`src/design/i2c_master_transaction_engine_defines.svh`:
```
// Assertion macros for the I2C master transaction engine.
`ifndef I2C_MASTER_TRANSACTION_ENGINE_DEFINES_SVH
`define I2C_MASTER_TRANSACTION_ENGINE_DEFINES_SVH
`ifndef SYNTHESIS
`define I2C_ASSERT_IMPL(label, clk, rst, ante, cons, msg) \
  label: assert property (@(posedge clk) disable iff (rst) (ante) |-> (cons)) else $error(msg);
`define I2C_ASSERT_NEXT(label, clk, rst, ante, cons, msg) \
  label: assert property (@(posedge clk) disable iff (rst) (ante) |=> (cons)) else $error(msg);
`else
`define I2C_ASSERT_IMPL(label, clk, rst, ante, cons, msg)
`define I2C_ASSERT_NEXT(label, clk, rst, ante, cons, msg)
`endif
`endif

```
`src/design/i2c_pkg.sv`:
```
`default_nettype none
package i2c_pkg;
  localparam int WriteBufDepth = 16;
  localparam int MaxReadLen = 255;

  localparam logic [1:0] REQ_TICK = 2'd0;
  localparam logic [1:0] REQ_LOAD = 2'd1;
  localparam logic [1:0] REQ_LAUNCH = 2'd2;

  localparam logic [1:0] MODE_WRITE = 2'd0;
  localparam logic [1:0] MODE_READ = 2'd1;
  localparam logic [1:0] MODE_WR_RD = 2'd2;

  localparam logic [1:0] ST_OK = 2'd0;
  localparam logic [1:0] ST_NACK = 2'd1;
  localparam logic [1:0] ST_INVALID = 2'd2;

  localparam logic CFG_HALF_PERIOD = 1'b0;
  localparam logic CFG_ENABLE = 1'b1;

  typedef enum logic [4:0] {
    PH_IDLE, PH_S0, PH_S1, PH_S2, PH_W0, PH_W1, PH_W2,
    PH_A0, PH_A1, PH_A2, PH_A3OK, PH_A3NK,
    PH_R0, PH_R1, PH_R2, PH_K0, PH_K1, PH_K2,
    PH_P0, PH_P1, PH_FIN
  } phase_t;

  typedef struct packed {
    logic [1:0] req_type;
    logic       sda_in;
    logic [7:0] wr_byte;
    logic [6:0] dev_address;
    logic [1:0] xfer_mode;
    logic [4:0] write_len;
    logic [7:0] read_len;
  } in_item_t;

  typedef struct packed {
    logic       scl_out;
    logic       sda_out;
    logic       busy_res;
    logic       rd_valid;
    logic [7:0] rd_data;
    logic       rd_last;
    logic       done_res;
    logic [1:0] status;
  } out_item_t;
endpackage
`default_nettype wire

```
`src/design/i2c_fifo.sv`:
```
`default_nettype none
// Short queue between the front and back parts.
module i2c_fifo #(
  parameter int Width = 8
) (
  input  wire logic             clk,
  input  wire logic             rst,
  input  wire logic             in_valid,
  output logic                  in_ready,
  input  wire logic [Width-1:0] in_data,
  output logic                  out_valid,
  input  wire logic             out_ready,
  output logic      [Width-1:0] out_data
);
  logic [Width-1:0] mem [2];
  logic             wr_ptr;
  logic             rd_ptr;
  logic [1:0]       count;
  logic             push;
  logic             pop;

  assign in_ready  = (count != 2'd2);
  assign out_valid = (count != 2'd0);
  assign out_data  = mem[rd_ptr];
  assign push      = in_valid && in_ready;
  assign pop       = out_valid && out_ready;

  always_ff @(posedge clk) begin
    if (push) begin
      mem[wr_ptr] <= in_data;
    end
  end

  always_ff @(posedge clk) begin
    if (rst) begin
      wr_ptr <= 1'b0;
      rd_ptr <= 1'b0;
      count  <= 2'd0;
    end else begin
      if (push) begin
        wr_ptr <= ~wr_ptr;
      end
      if (pop) begin
        rd_ptr <= ~rd_ptr;
      end
      count <= count + {1'b0, push} - {1'b0, pop};
    end
  end
endmodule
`default_nettype wire

```
`src/design/i2c_engine.sv`:
```
`default_nettype none
// Back part: the bus sequencer, one input item per cycle unless the result is stalled, registered result.
module i2c_engine #(
  parameter int WriteBufDepth = i2c_pkg::WriteBufDepth,
  parameter int MaxReadLen = i2c_pkg::MaxReadLen
) (
  input  wire logic                clk,
  input  wire logic                rst,
  input  wire logic                item_valid,
  output logic                     item_ready,
  input  wire i2c_pkg::in_item_t   item,
  input  wire logic [15:0]         half_period_ticks,
  input  wire logic                bus_enable,
  output logic                     res_valid,
  input  wire logic                res_ready,
  output i2c_pkg::out_item_t       res
);
  localparam int BufAw = (WriteBufDepth > 1) ? $clog2(WriteBufDepth) : 1;
  localparam int FillW = $clog2(WriteBufDepth + 1);
  localparam int RdW = $clog2(MaxReadLen + 1);

  logic [7:0] wbuf [WriteBufDepth];

  i2c_pkg::phase_t phase, phase_next;
  logic [15:0]  delay_count, delay_count_next;
  logic [2:0]   bit_index, bit_index_next;
  logic [7:0]   shift_reg, shift_reg_next;
  logic [FillW-1:0] buffer_fill, buffer_fill_next;
  logic [FillW-1:0] byte_index, byte_index_next;
  logic [FillW-1:0] write_count, write_count_next;
  logic [RdW-1:0] reads_left, reads_left_next;
  logic [6:0]   target_address, target_address_next;
  logic [1:0]   active_mode, active_mode_next;
  logic         scl_level, scl_level_next;
  logic         sda_level, sda_level_next;
  logic         read_part, read_part_next;
  logic         nack_seen, nack_seen_next;
  logic         wr_en;
  i2c_pkg::out_item_t res_next;
  logic         take;
  logic [15:0]  hd, qd;
  logic [7:0]   buf_rd;
  logic         bad;
  logic [RdW-1:0] rlen_sat;

  assign item_ready = !res_valid || res_ready;
  assign take = item_valid && item_ready;
  assign hd = (half_period_ticks == 16'd0) ? 16'd0 : half_period_ticks - 16'd1;
  assign qd = (half_period_ticks[15:1] == 15'd0) ? 16'd0
            : {1'b0, half_period_ticks[15:1]} - 16'd1;
  assign buf_rd = wbuf[byte_index[BufAw-1:0]];
  assign rlen_sat = ({24'd0, item.read_len} > 32'(MaxReadLen)) ? RdW'(MaxReadLen)
                  : RdW'(item.read_len);

  always_comb begin
    phase_next = phase;
    delay_count_next = delay_count;
    bit_index_next = bit_index;
    shift_reg_next = shift_reg;
    buffer_fill_next = buffer_fill;
    byte_index_next = byte_index;
    write_count_next = write_count;
    reads_left_next = reads_left;
    target_address_next = target_address;
    active_mode_next = active_mode;
    scl_level_next = scl_level;
    sda_level_next = sda_level;
    read_part_next = read_part;
    nack_seen_next = nack_seen;
    wr_en = 1'b0;
    res_next = '0;
    bad = 1'b0;
    case (item.req_type)
      i2c_pkg::REQ_TICK: begin
        if (phase != i2c_pkg::PH_IDLE) begin
          if (delay_count != 16'd0) begin
            delay_count_next = delay_count - 16'd1;
          end else begin
            case (phase)
              i2c_pkg::PH_S0: begin
                sda_level_next = 1'b1; scl_level_next = 1'b1;
                delay_count_next = hd; phase_next = i2c_pkg::PH_S1;
              end
              i2c_pkg::PH_S1: begin
                sda_level_next = 1'b0; delay_count_next = hd; phase_next = i2c_pkg::PH_S2;
              end
              i2c_pkg::PH_S2: begin
                scl_level_next = 1'b0; delay_count_next = hd;
                shift_reg_next = {target_address, read_part};
                bit_index_next = 3'd7; phase_next = i2c_pkg::PH_W0;
              end
              i2c_pkg::PH_W0: begin
                sda_level_next = shift_reg[bit_index]; delay_count_next = qd;
                phase_next = i2c_pkg::PH_W1;
              end
              i2c_pkg::PH_W1: begin
                scl_level_next = 1'b1; delay_count_next = hd; phase_next = i2c_pkg::PH_W2;
              end
              i2c_pkg::PH_W2: begin
                scl_level_next = 1'b0; delay_count_next = qd;
                if (bit_index == 3'd0) begin
                  phase_next = i2c_pkg::PH_A0;
                end else begin
                  bit_index_next = bit_index - 3'd1; phase_next = i2c_pkg::PH_W0;
                end
              end
              i2c_pkg::PH_A0: begin
                sda_level_next = 1'b1; delay_count_next = qd; phase_next = i2c_pkg::PH_A1;
              end
              i2c_pkg::PH_A1: begin
                scl_level_next = 1'b1; delay_count_next = qd; phase_next = i2c_pkg::PH_A2;
              end
              i2c_pkg::PH_A2: begin
                delay_count_next = qd;
                phase_next = item.sda_in ? i2c_pkg::PH_A3NK : i2c_pkg::PH_A3OK;
              end
              i2c_pkg::PH_A3NK: begin
                scl_level_next = 1'b0; delay_count_next = qd; nack_seen_next = 1'b1;
                phase_next = i2c_pkg::PH_P0;
              end
              i2c_pkg::PH_A3OK: begin
                scl_level_next = 1'b0; delay_count_next = qd;
                if (read_part) begin
                  if (reads_left != '0) begin
                    bit_index_next = 3'd7; phase_next = i2c_pkg::PH_R0;
                  end else begin
                    phase_next = i2c_pkg::PH_P0;
                  end
                end else if (byte_index < write_count) begin
                  shift_reg_next = buf_rd;
                  byte_index_next = byte_index + FillW'(1);
                  bit_index_next = 3'd7; phase_next = i2c_pkg::PH_W0;
                end else if (active_mode == i2c_pkg::MODE_WR_RD) begin
                  read_part_next = 1'b1; phase_next = i2c_pkg::PH_S0;
                end else begin
                  phase_next = i2c_pkg::PH_P0;
                end
              end
              i2c_pkg::PH_R0: begin
                sda_level_next = 1'b1; scl_level_next = 1'b1; delay_count_next = qd;
                phase_next = i2c_pkg::PH_R1;
              end
              i2c_pkg::PH_R1: begin
                shift_reg_next = {shift_reg[6:0], item.sda_in}; delay_count_next = qd;
                phase_next = i2c_pkg::PH_R2;
              end
              i2c_pkg::PH_R2: begin
                scl_level_next = 1'b0; delay_count_next = hd;
                if (bit_index == 3'd0) begin
                  phase_next = i2c_pkg::PH_K0;
                end else begin
                  bit_index_next = bit_index - 3'd1; phase_next = i2c_pkg::PH_R0;
                end
              end
              i2c_pkg::PH_K0: begin
                sda_level_next = (reads_left > RdW'(1)) ? 1'b0 : 1'b1;
                delay_count_next = qd;
                res_next.rd_valid = 1'b1;
                res_next.rd_data = shift_reg;
                res_next.rd_last = (reads_left <= RdW'(1));
                phase_next = i2c_pkg::PH_K1;
              end
              i2c_pkg::PH_K1: begin
                scl_level_next = 1'b1; delay_count_next = hd; phase_next = i2c_pkg::PH_K2;
              end
              i2c_pkg::PH_K2: begin
                scl_level_next = 1'b0; delay_count_next = qd;
                if (reads_left > RdW'(1)) begin
                  reads_left_next = reads_left - RdW'(1);
                  bit_index_next = 3'd7; phase_next = i2c_pkg::PH_R0;
                end else begin
                  reads_left_next = '0; phase_next = i2c_pkg::PH_P0;
                end
              end
              i2c_pkg::PH_P0: begin
                sda_level_next = 1'b0; scl_level_next = 1'b1; delay_count_next = hd;
                phase_next = i2c_pkg::PH_P1;
              end
              i2c_pkg::PH_P1: begin
                sda_level_next = 1'b1; delay_count_next = hd; phase_next = i2c_pkg::PH_FIN;
              end
              i2c_pkg::PH_FIN: begin
                delay_count_next = 16'd0;
                res_next.done_res = 1'b1;
                res_next.status = nack_seen ? i2c_pkg::ST_NACK : i2c_pkg::ST_OK;
                phase_next = i2c_pkg::PH_IDLE;
              end
              default: begin
                phase_next = i2c_pkg::PH_IDLE; delay_count_next = 16'd0;
              end
            endcase
          end
        end
      end
      i2c_pkg::REQ_LOAD: begin
        if (phase == i2c_pkg::PH_IDLE && buffer_fill < FillW'(WriteBufDepth)) begin
          wr_en = 1'b1;
          buffer_fill_next = buffer_fill + FillW'(1);
        end
      end
      i2c_pkg::REQ_LAUNCH: begin
        if (phase == i2c_pkg::PH_IDLE) begin
          buffer_fill_next = '0;
          bad = !bus_enable || (item.xfer_mode == 2'd3)
             || (item.xfer_mode == i2c_pkg::MODE_WRITE && item.write_len == 5'd0)
             || (item.xfer_mode == i2c_pkg::MODE_READ && item.read_len == 8'd0)
             || (item.xfer_mode != i2c_pkg::MODE_READ
                 && {27'd0, item.write_len} > 32'(WriteBufDepth));
          if (bad) begin
            res_next.done_res = 1'b1;
            res_next.status = i2c_pkg::ST_INVALID;
          end else begin
            target_address_next = item.dev_address;
            active_mode_next = item.xfer_mode;
            write_count_next = (item.xfer_mode == i2c_pkg::MODE_READ) ? '0
                             : FillW'(item.write_len);
            reads_left_next = (item.xfer_mode == i2c_pkg::MODE_WRITE) ? '0 : rlen_sat;
            read_part_next = (item.xfer_mode == i2c_pkg::MODE_READ);
            byte_index_next = '0;
            bit_index_next = 3'd0;
            nack_seen_next = 1'b0;
            delay_count_next = 16'd0;
            phase_next = i2c_pkg::PH_S0;
          end
        end
      end
      default: begin
      end
    endcase
    res_next.scl_out = scl_level_next;
    res_next.sda_out = sda_level_next;
    res_next.busy_res = (phase_next != i2c_pkg::PH_IDLE);
  end

  always_ff @(posedge clk) begin
    if (take && wr_en) begin
      wbuf[buffer_fill[BufAw-1:0]] <= item.wr_byte;
    end
    if (take) begin
      res <= res_next;
    end
  end

  always_ff @(posedge clk) begin
    if (rst) begin
      phase <= i2c_pkg::PH_IDLE;
      delay_count <= '0;
      bit_index <= '0;
      shift_reg <= '0;
      buffer_fill <= '0;
      byte_index <= '0;
      write_count <= '0;
      reads_left <= '0;
      target_address <= '0;
      active_mode <= '0;
      scl_level <= 1'b1;
      sda_level <= 1'b1;
      read_part <= 1'b0;
      nack_seen <= 1'b0;
      res_valid <= 1'b0;
    end else begin
      if (take) begin
        phase <= phase_next;
        delay_count <= delay_count_next;
        bit_index <= bit_index_next;
        shift_reg <= shift_reg_next;
        buffer_fill <= buffer_fill_next;
        byte_index <= byte_index_next;
        write_count <= write_count_next;
        reads_left <= reads_left_next;
        target_address <= target_address_next;
        active_mode <= active_mode_next;
        scl_level <= scl_level_next;
        sda_level <= sda_level_next;
        read_part <= read_part_next;
        nack_seen <= nack_seen_next;
      end
      if (take) begin
        res_valid <= 1'b1;
      end else if (res_ready) begin
        res_valid <= 1'b0;
      end
    end
  end
endmodule
`default_nettype wire

```
`src/design/i2c_master_transaction_engine.sv`:
```
`default_nettype none
// I2C master transaction engine. Every input item (time tick, buffer load or
// launch) yields exactly one result item carrying the SCL/SDA drive levels,
// busy, any received byte and the done status. A two-entry queue sits between
// the input port and the bus sequencer, and the sequencer takes one item per
// clock cycle into a registered result, so the sustained rate is one item per
// cycle while the output is not stalled; each item passes through a queue entry
// and then the result register. Registers are written through the config
// channel, which is always ready.
`include "i2c_master_transaction_engine_defines.svh"
module i2c_master_transaction_engine #(
  parameter int WriteBufDepth = i2c_pkg::WriteBufDepth,
  parameter int MaxReadLen = i2c_pkg::MaxReadLen
) (
  input  wire logic               clk,
  input  wire logic               rst,
  input  wire logic               in_valid,
  output logic                    in_ready,
  input  wire i2c_pkg::in_item_t  in_data,
  output logic                    out_valid,
  input  wire logic               out_ready,
  output i2c_pkg::out_item_t      out_data,
  input  wire logic               cfg_valid,
  output logic                    cfg_ready,
  input  wire logic               cfg_index,
  input  wire logic [15:0]        cfg_data
);
  logic [15:0] half_period_ticks;
  logic        bus_enable;
  logic        q_valid;
  logic        q_ready;
  i2c_pkg::in_item_t q_data;

  assign cfg_ready = 1'b1;

  always_ff @(posedge clk) begin
    if (rst) begin
      half_period_ticks <= 16'd5;
      bus_enable <= 1'b0;
    end else if (cfg_valid) begin
      case (cfg_index)
        i2c_pkg::CFG_HALF_PERIOD: half_period_ticks <= cfg_data;
        i2c_pkg::CFG_ENABLE: bus_enable <= cfg_data[0];
        default: begin
        end
      endcase
    end
  end

  i2c_fifo #(.Width($bits(i2c_pkg::in_item_t))) u_fifo (
    .clk(clk), .rst(rst),
    .in_valid(in_valid), .in_ready(in_ready), .in_data(in_data),
    .out_valid(q_valid), .out_ready(q_ready), .out_data(q_data)
  );

  i2c_engine #(.WriteBufDepth(WriteBufDepth), .MaxReadLen(MaxReadLen)) u_engine (
    .clk(clk), .rst(rst),
    .item_valid(q_valid), .item_ready(q_ready), .item(q_data),
    .half_period_ticks(half_period_ticks), .bus_enable(bus_enable),
    .res_valid(out_valid), .res_ready(out_ready), .res(out_data)
  );

  `I2C_ASSERT_NEXT(a_take_gives_result, clk, rst, q_valid && q_ready, out_valid,
    "accepted item produced no result")
  `I2C_ASSERT_IMPL(a_done_not_busy, clk, rst, out_valid && out_data.done_res,
    !out_data.busy_res, "done while busy")
  `I2C_ASSERT_IMPL(a_status_clean, clk, rst, out_valid && !out_data.done_res,
    out_data.status == i2c_pkg::ST_OK, "status without done")
endmodule
`default_nettype wire

```
`config.mk`:
```
export PLATFORM = sky130hd
export DESIGN_NAME = i2c_master_transaction_engine
export DESIGN_NICKNAME = d
export VERILOG_FILES = /design/src/design/i2c_pkg.sv /design/src/design/i2c_fifo.sv /design/src/design/i2c_engine.sv /design/src/design/i2c_master_transaction_engine.sv
export VERILOG_INCLUDE_DIRS = /design/src /design/src/design
export SDC_FILE = /design/constraint.sdc
export NUM_CORES = 1
export LEC_CHECK = 0
export BUFFER_PORTS_ARGS = -buffer_cell sky130_fd_sc_hd__buf_2
export CAP_MARGIN = 20
export CORE_MARGIN = 1
export CORE_UTILIZATION = 61
export CTS_BUF_LIST = sky130_fd_sc_hd__clkbuf_16
export DETAILED_ROUTE_END_ITERATION = 10
export PLACE_DENSITY = 0.9
export SLEW_MARGIN = 20
export SYNTH_ARGS = -nofsm -noshare
export SYNTH_HDL_FRONTEND = slang
export SYNTH_SLANG_ARGS = --single-unit
```
`constraint.sdc`:
```
create_clock -name clk -period 3.8 [get_ports clk]
set_input_delay 0.95 -clock clk [delete_from_list [all_inputs] [get_ports clk]]
set_output_delay 0.95 -clock clk [all_outputs]
set_load 0.01 [all_outputs]
```
==> results of run 1 <==
-- how the worst max path moves through the flow --
| stage | from | end | cells past startpoint |
|---|---|---|---|
| detailed placement | out_ready | u_engine.wbuf[10][7] | 7 |
| global placement | out_ready | u_engine.wbuf[6][7] | 7 |
| CTS | u_engine.write_count[2] | flop | 9 |
| global route | u_engine.phase[2] | u_engine.wbuf[9][6] | 6 |
| finish | u_engine.write_count[2] | flop | 9 |
| floorplan | out_ready | u_fifo.count[1] | 10 |
-- metal layers --
metal / global-route usage [%] / part of all wire [%] / wire, µm / up-vias
met3: 5.21 / 10 / 3590 / 131
met4: 14.0 / 4.8 / 1710 / 0
li1: - / - / - / 4590
met5: 0 / 0 / 0 / -
met1: 40.3 / 38 / 13500 / 4998
met2: 49.3 / 47 / 16900 / 697
-- power breakdown --
part | internal [µW] | switching (µW) | total [µW]
combinational | 1020 | 1970 | 2990
sequential | 4020 | 268 | 4290
clock | 1690 | 1280 | 2960
total | 6730 | 3510 | 10200
-- cell families (layout without fill, tap and decap cells) --
kind of cell,after synthesis,in the layout,synth area share [%]
XOR/XNOR,34,34,2.11
AND/OR/NAND/NOR,385,385,13.7
multiplexers,83,83,9.77
AO/OA/AOI/OAI,243,243,11.6
buffers and inverters,102,185,2.82
adder cells (fa/ha/maj),21,21,1.86
other,1,1,0.0265
flip-flops,305,305,58.1
-- cell usage in the layout (no fill, tap or decap), types with 13 or more instances in the layout --
master and instances:
buf_4 26, mux4_2 42, a21oi_1 72, o21ai_0 20
ha_1 21, inv_1 31, dfxtp_1 93, xor2_1 16
buf_2 72, a211oi_1 19, nand2_1 102, nand2b_1 15
mux2i_1 22, a31oi_1 13, mux2_2 16, o21ai_1 14
edfxtp_1 210, nor4_1 17, and2_1 13, nand3_1 39
nor2_1 89, nand4_1 13, xnor2_1 18, nor3_1 36
clkbuf_16 31, o22ai_1 16
-- layout make-up --
| type | instances | area [µm²] |
|---|---|---|
| repair buffers | 98 | 556 |
| inverters | 31 | 116 |
| fillers | 1495 | 6940 |
| well taps | 285 | 357 |
| multi-input cells | 767 | 5530 |
| clock buffers | 31 | 776 |
| flip-flops and latches | 305 | 8210 |
| clock inverters | 25 | 218 |
-- per-stage QoR --
stage	power [µW]	cells
floorplan	6350	1174
global route	10600	1542
CTS	10200	1542
finish	10200	1542
detailed placement	7220	1486
global placement	7120	1486
-- worst max-delay path: stages (launching register included) --
cell	delay, ns
dfxtp_1	0.33
inv_1	0.06
ha_1	0.31
a21o_1	0.16
a31oi_1	0.15
o21ai_1	0.26
o31ai_1	0.71
nand3_4	0.19
or4_1	0.47
a221oi_1	0.37
==> out/results.txt, run 1 <==
FP Rows = 55
Global-route wire length before repair = 55500 µm
Post-Route WL = 35700 µm
All-Layer GR Usage = 30.4%
Clock slew at reported path FFs = 0.07 ns
Peak supply drop = 0.476 mV
Drt first pass iters = 6
Starting density of the core = 62.2%
Synth cell types = 85
Flop2flop setup slack = 0.66 ns
Place WS = 0.580 ns
Count leader, synth = edfxtp_1
Clk_lat worst skew = 0.59 ns
Max reg flops = 128
Final Util = 69.4%
Critical Path RT = 4.25 ns
Period Utilization, post-route = 82.6%
Hold_buf cts = 0
Hold Path Stages = 2
Gpl congestion = 0.980
Maxcap violations = 0
Hold Startpoint = u_engine.write_count[2]
CTS tree = yes
H-Tree Depth = 1
Clock sinks = 305
DR WL/cell = 23.1 µm
P&R area growth vs syn = 11.6%
Ys Warns = 0
Setup Viol. Count Final = 0
Fin Hold WS = 0.458 ns
Core ar. = 22700 µm²
RSZ-0062 raised after global routing = false
Synth top area share = 44.6%
Cts bufs inserted = 30
Vias in the first global route = 9979
Area contributors post-synth = edfxtp_1 (45%), dfxtp_1 (13%), mux4_2 (6.7%)
Fin. max-slew vios = 0
Worst EP arrival = 3.59 ns
DR vias = 10416
Final ANT Viol Nets = 0
Post-DP HPWL = 23600 µm
Final worst slack = 0.662 ns
Synthesis-stage register bit count = 305
FMAX = 319 MHz
Post-synthesis instance area = 14100 µm²
Total Nets Final = 1309
Post-Place Cell Area = 14800 µm²
Hold WC Path Type = reg2reg
R2R Path Start = u_engine.write_count[2]
Hold Vio Cnt, Final = 0
Root Driver = clkbuf_16
Number of flops mapped to enable cells by yosys = 210
Hold Path End = u_engine.write_count[2]
Type of origin of the critical path = flop
Ys async rst share = 0%
N_diodes = 0
Largest net degree at the start of global routing = 69
PwrDens = 650 nW/µm²
Initial antenna violation count = 0
Syn Area/Cell = 12.0 µm²
First DRT Iteration DRCs = 1124
Die Y = 154 µm
Post-DR vias/cell = 6.75
R2R cell count = 9
# IOs = 74
Sequential-to-total area share from yosys stat = 58.1%
Remaining DRCs = 0
Total negative slack = 0 ns
Share of layout cells above drive strength 1 = 17.6%
Setup crit end kind = flop
Most frequent cells after synthesis = edfxtp_1 (210), nand2_1 (102), dfxtp_1 (95), nor2_1 (90), a21oi_1 (72)
Fin area = 15800 µm²
Skew final = 0.0263 ns
Die W = 154 µm
Critical path type = reg2reg
Critical path peak fanout = 7
Max-slew headroom = 30.7%
Synth Net Count = 1250
Fin crit period = 3.14 ns
Synth Instances = 1174
P_leak = 0.00541 µW
Overflow after GRT = 0
Largest area contributor in the netlist = edfxtp_1
Status = complete, no violations
Die area = 23800 µm²
CTS resizes = 0
Clock Tree Buf Depth = 3
Ys flop type = edfxtp_1
I/O Buffers = 72
Worst Tran Pin Value = 1.04 ns
Postcts setup bufs = 0
Note: power is estimated with default switching activity, not from simulation.
==> run 2, diff against run 1 <==
==> constraint.sdc (replaced) <==
create_clock -name clk -period 2.9 [get_ports clk]
set_input_delay 0.725 -clock clk [delete_from_list [all_inputs] [get_ports clk]]
set_output_delay 0.725 -clock clk [all_outputs]
set_load 0.01 [all_outputs]
==> run 2 against run 1 <==
Compared with the run above: combinational power grew 46%; clock skew shrank 0.0091 ns; setup slack lost 0.62 ns; flip-flop and latch count is the same; sequential share of layout area shrank 1.5 points; clock-buffer cell count is the same; final cell count grew 3.4%; wire length grew 1.5%; largest cell class unchanged.
==> out/results.txt, run 2 (synthesis results as in run 1) <==
Number of fill cells = 1453 (-2.8%)
H-Tree Depth = 1 (unchanged)
Cts bufs inserted = 31 (+3.3%)
Setup crit end kind = flop
Final ANT Viol Nets = 0 (unchanged)
Crit-path cells = inv_2 -> ha_4 -> or4b_4 -> nor3_4 -> nand3_2 -> a221oi_4 -> nand3_4 -> or4_4 -> a221oi_2
Critical path type = reg2reg
Hold Path Stages = 1 (-1)
Die area = 23800 µm² (unchanged)
Most common cell after layout, fill and taps aside = edfxtp_1
Clock Tree Buf Depth = 3 (unchanged)
FMAX = 350 MHz (+9.9%)
Fin crit period = 2.86 ns (-0.282 ns)
Worst Tran Pin Value = 0.905 ns (-0.132 ns)
Worst EP arrival = 3.35 ns (-0.24 ns)
Initial antenna violation count = 0 (unchanged)
CP top delay family = simple AND/OR/NAND/NOR gates
PwrDens = 849 nW/µm² (+31%)
Worst Path Buf+Inv = 1 (unchanged)
Global-route wire length before repair = 56400 µm (+1.6%)
Gpl congestion = 0.972 (-0.83%)
Post-DP HPWL = 23900 µm (+1.3%)
Total Nets Final = 1360 (+3.9%)
Remaining DRCs = 0 (unchanged)
Clock slew at reported path FFs = 0.07 ns (about the same)
P&R area growth vs syn = 14.8%
Overflow after GRT = 0 (unchanged)
Drt first pass iters = 6 (unchanged)
Hold Vio Cnt, Final = 0 (unchanged)
CTS tree = yes
Hold_buf cts = 0 (unchanged)
Status = complete, no violations
Area of the multi-input gates = 5620 µm² (+1.6%)
Max reg flops = 128 (unchanged)
Setup Viol. Count Final = 0 (unchanged)
Slowest-stage cell, CP = or4_4
# IOs = 74 (unchanged)
Max-slew headroom = 38.7% (+8.0 points)
Die Y = 154 µm (unchanged)
Total negative slack = 0 ns (unchanged)
Post-Route WL = 36200 µm (+1.5%)
Most frequent cells in the layout = edfxtp_1 (210), nand2_1 (102), dfxtp_1 (93), nor2_1 (89), buf_4 (75)
Worst path depth = 9 (unchanged)
Starting density of the core = 62.2% (unchanged)
Clock sinks = 305 (unchanged)
Hold WC Path Type = in2reg
FP Rows = 55 (unchanged)
Core ar. = 22700 µm² (unchanged)
Critical Path RT = 3.40 ns (-0.85 ns)
Peak supply drop = 0.735 mV (+55%)
Largest net degree at the start of global routing = 42 (-39%)
Period Utilization, post-route = 98.5% (+16 points)
Clk_lat worst skew = 0.58 ns (about the same)
First DRT Iteration DRCs = 1231 (+9.5%)
Critical path peak fanout = 6 (-1)
P_leak = 0.00572 µW (+5.7%)
Vias in the first global route = 10427 (+4.5%)
All-Layer GR Usage = 31.0% (+0.58 points)
N_diodes = 0 (unchanged)
Root Driver = clkbuf_16
Skew final = 0.0172 ns (-0.00910 ns)
Fin. max-slew vios = 0 (unchanged)
DR vias = 10521 (+1.0%)
Maxcap violations = 0 (unchanged)
Die W = 154 µm (unchanged)
Seq. cell area = 8210 µm² (unchanged)
R2R cell count = 9 (unchanged)
Dpl cells = 1531 (+3.0%)
I/O Buffers = 72 (unchanged)
Cell Count, Final, Fillers Out = 1594 (+3.4%)
DR WL/cell = 22.7 µm (-1.9%)
Share of layout cells above drive strength 1 = 21.8% (+4.3 points)
Largest stage delay, worst path = 0.53 ns (-0.18 ns)
Post-DR vias/cell = 6.60 (-2.3%)
Type of origin of the critical path = flop
[run 2: cell count changes in the layout (fill, tap and decap cells not counted), moves of 2 or more]
cell	before	now
clkinv_1	12	7
buf_4	26	75
inv_1	31	35
nor3_1	36	33
nor3_2	0	3
inv_6	0	2
[run 2: path summary, 6_finish.rpt]
kind / start / to / slack, ns
max: u_engine.delay_count[0] / u_engine.byte_index[4] / 0.04
min: in_data[22] / u_fifo.mem[0][22] / 0.34
min reg2reg: u_engine.write_count[2] / u_engine.write_count[2] / 0.46
max reg2reg: u_engine.delay_count[0] / u_engine.byte_index[4] / 0.04
[run 2: per-stage QoR]
| step | total power (µW) | utilization [%] | hold WS, ns | area [µm²] | setup slack [ns] |
|---|---|---|---|---|---|
| detailed placement | 9710 | 66.6 | 0.447 | 15100 | 0.00676 |
| CTS | 13600 | 71.0 | 0.323 | 16100 | 0.0254 |
| floorplan | 8330 | - | 0.432 | 14100 | 0.0623 |
| finish | 13800 | 71.4 | 0.336 | 16200 | 0.0439 |
| global placement | 9590 | 66.6 | 0.445 | 15100 | 0.129 |
| global route | 14300 | 71.4 | 0.324 | 16200 | -0.0569 |
[run 2: power breakdown]
part	switching [µW]	leakage (µW)	internal (µW)
combinational	2760	0.00252	1620
clock	1710	0.000505	2140
sequential	279	0.00269	5270
[run 2: worst register-to-register path, delay by kind of cell (launching register included)]
family | cells | cell delay [ns]
AO/OA/AOI/OAI | 2 | 0.67
adder cells (fa/ha/maj) | 1 | 0.14
buffers and inverters | 1 | 0.09
flip-flops | 1 | 0.35
AND/OR/NAND/NOR | 5 | 1.52
[run 2: cell type report]
cell class	count	area share (%)
tap	285	2.20
multi-input combinational	767	34.6
timing repair buffer	148	5.82
sequential	305	50.6
inverter	31	0.717
clock buffer	31	4.78
clock inverter	27	1.23
[run 2: timing repair]
| action | CTS | global route |
|---|---|---|
| pin swaps | 3 | 5 |
| setup endpoints to repair | 5 | 32 |
| buffers inserted | 1 | 4 |
| gates resized for setup | 2 | 16 |
[run 2: metal layers]
metal | track usage [%] | share of wire (%) | vias up
li1 | - | - | 4701
met1 | 40.1 | 37 | 5018
met2 | 51.4 | 48 | 659
met3 | 4.62 | 9.7 | 143
met4 | 15.4 | 5.5 | 0
met5 | 0 | 0 | -
==> run 3, diff against run 2 <==
--- a/config.mk
+++ b/config.mk
@@ -8,6 +8,7 @@
 export LEC_CHECK = 0
 export BUFFER_PORTS_ARGS = -buffer_cell sky130_fd_sc_hd__buf_2
 export CAP_MARGIN = 20
+export CORE_ASPECT_RATIO = 1.1
 export CORE_MARGIN = 1
 export CORE_UTILIZATION = 61
 export CTS_BUF_LIST = sky130_fd_sc_hd__clkbuf_16
==> constraint.sdc (replaced) <==
create_clock -name clk -period 2.9 [get_ports clk]
set_input_delay 0.725 -clock clk [delete_from_list [all_inputs] [get_ports clk]]
set_output_delay 0.725 -clock clk [all_outputs]
set_load 0.02 [all_outputs]
==> run 3 against run 2 <==
Compared with the run above: die area about the same; clock-buffer cell count is the same; largest cell class unchanged; worst hold slack improved by 0.0048 ns; design area down 0.36%; final cell count is essentially flat; setup slack worse by 0.048 ns; the run now ends with setup timing left; register-to-register slack worse by 0.05 ns; critical endpoint is now u_engine.byte_index[3]; critical path type unchanged; combinational power decreased by 3%; clock skew increased by 0.0096 ns.
==> out/results.txt, run 3 (synthesis results as in run 1) <==
Most frequent cells in the layout = edfxtp_1 (210), nand2_1 (102), dfxtp_1 (93), nor2_1 (89)
Type of origin of the critical path = flop
Core ar. = 22800 µm² (+0.34%)
Clock Tree Buf Depth = 3 (unchanged)
Maxcap violations = 0 (unchanged)
Fin area = 16200 µm² (-0.36%)
Failing checks = setup timing
CTS tree = yes
Largest net degree at the start of global routing = 48 (+14%)
Initial antenna violation count = 0 (unchanged)
Max-slew headroom = 33.9% (-4.8 points)
Die area = 23800 µm² (about the same)
Post-DP HPWL = 23800 µm (-0.18%)
Largest stage delay, worst path = 0.52 ns (about the same)
Post-Route WL = 36600 µm (+1.2%)
Most common cell after layout, fill and taps aside = edfxtp_1
# IOs = 74 (unchanged)
Critical Path RT = 3.36 ns (-0.04 ns)
FP Rows = 58 (+5.5%)
Crit-path cells = inv_1 -> ha_1 -> or4b_4 -> nor3_4 -> nand3_2 -> a221oi_4 -> nand3_4 -> or4_1 -> a221oi_2
N_diodes = 0 (unchanged)
Final ANT Viol Nets = 0 (unchanged)
P_leak = 0.00567 µW (-0.87%)
Skew final = 0.0268 ns (+0.00958 ns)
Share of layout cells above drive strength 1 = 20.8% (-1.0 points)
Vias in the first global route = 10136 (-2.8%)
First DRT Iteration DRCs = 1104 (-10%)
Place WS = 0.0207 ns (+0.0140 ns)
Worst Tran Pin Value = 0.985 ns (+0.0793 ns)
Number of fill cells = 1502 (+3.4%)
Root Driver = clkbuf_16
Hold Vio Cnt, Final = 0 (unchanged)
Setup Viol. Count Final = 2 (+2)
Worst EP arrival = 3.37 ns (+0.02 ns)
Drt first pass iters = 5 (-1)
FMAX = 344 MHz (-1.6%)
Status = finished with violations
Cts bufs inserted = 30 (-3.2%)
Area of the multi-input gates = 5570 µm² (-0.94%)
Fin. max-slew vios = 0 (unchanged)
Hold_buf cts = 0 (unchanged)
DR vias = 10418 (-0.98%)
Final worst slack = -0.00392 ns (-0.0478 ns)
PwrDens = 860 nW/µm² (+1.2%)
All-Layer GR Usage = 31.0% (+0.044 points)
Remaining DRCs = 0 (unchanged)
Period Utilization, post-route = 100% (+1.6 points)
P&R area growth vs syn = 14.4%
Post-Place Cell Area = 15100 µm² (-0.29%)
Setup crit end kind = flop
RSZ-0062 raised after global routing = true
Clock slew at reported path FFs = 0.07 ns (about the same)
Critical path type = reg2reg
DR WL/cell = 23.0 µm (+1.2%)
Total Nets Final = 1347 (-0.96%)
Clk_lat worst skew = 0.57 ns (about the same)
Peak supply drop = 0.694 mV (-5.6%)
Max reg flops = 128 (unchanged)
H-Tree Depth = 1 (unchanged)
Starting density of the core = 62.0% (-0.21 points)
Clock sinks = 305 (unchanged)
I/O Buffers = 72 (unchanged)
Hold WC Path Type = in2reg
Die Y = 162 µm (+4.8%)
Overflow after GRT = 0 (unchanged)
Global-route wire length before repair = 56500 µm (about the same)
Fin crit period = 2.90 ns (+0.0478 ns)
Slowest-stage cell, CP = or4b_4
Die W = 147 µm (-4.6%)
Critical path peak fanout = 7 (+1)
Seq. cell area = 8210 µm² (about the same)
Gpl congestion = 0.947 (-2.6%)
Post-DR vias/cell = 6.53 (-1.0%)
==> run 3: final timing paths <==
check,start,to,slack [ns],cells past startpoint
max,u_engine.delay_count[0],u_engine.byte_index[3],-0.004,9
min,in_data[18],u_fifo.mem[0][18],0.34,1
max reg2reg,u_engine.delay_count[0],u_engine.byte_index[3],-0.004,9
min reg2reg,u_engine.write_count[3],u_engine.write_count[3],0.46,2
==> run 3: final cells by class <==
cell class,count,share of cell area [%]
repair buffers,136,5.36
clock inverters,25,1.55
flip-flops and latches,305,50.8
well taps,300,2.32
inverters,31,0.720
multi-input cells,767,34.4
clock buffers,31,4.80
==> run 3: repair_timing <==
action                     4_1_cts  5_1_grt
pin swaps                        1        2
buffers inserted                 1        2
setup endpoints to repair       14       44
resized for setup                2        7
==> run 3: routing by layer <==
layer	track usage, %	up-vias	wire (µm)
li1	-	4681	-
met1	40.1	5046	14200
met2	51.1	573	17800
met3	5.11	118	2990
met4	15.0	0	1670
met5	0	-	0
==> run 3: where the power goes <==
part / total (µW) / internal (µW) / switching [µW]
Clock: 4040 / 2380 / 1670
Sequential: 5580 / 5270 / 311
Combinational: 4270 / 1540 / 2730
==> run 3: metrics by stage <==
| stage | instances | TNS [ns] | power [µW] | util [%] | hold slack [ns] |
|---|---|---|---|---|---|
| 6_report | 1595 | -0.00705 | 13900 | 70.9 | 0.341 |
| 3_3_place_gp | 1536 | 0 | 9610 | 66.2 | 0.443 |
| 3_5_place_dp | 1536 | 0 | 9720 | 66.2 | 0.448 |
| 5_1_grt | 1595 | -0.592 | 14400 | 70.9 | 0.330 |
| 4_1_cts | 1593 | 0 | 13800 | 70.8 | 0.329 |
| 2_1_floorplan | 1174 | 0 | 8400 | - | 0.432 |
==> run 3: worst max-delay path: cells and delay by family, from the launching register on <==
family / cells / cell delay, ns
simple gates: 5 / 1.50
compound gates: 2 / 0.67
flops: 1 / 0.34
fa+ha+maj: 1 / 0.21
buf+inv: 1 / 0.09
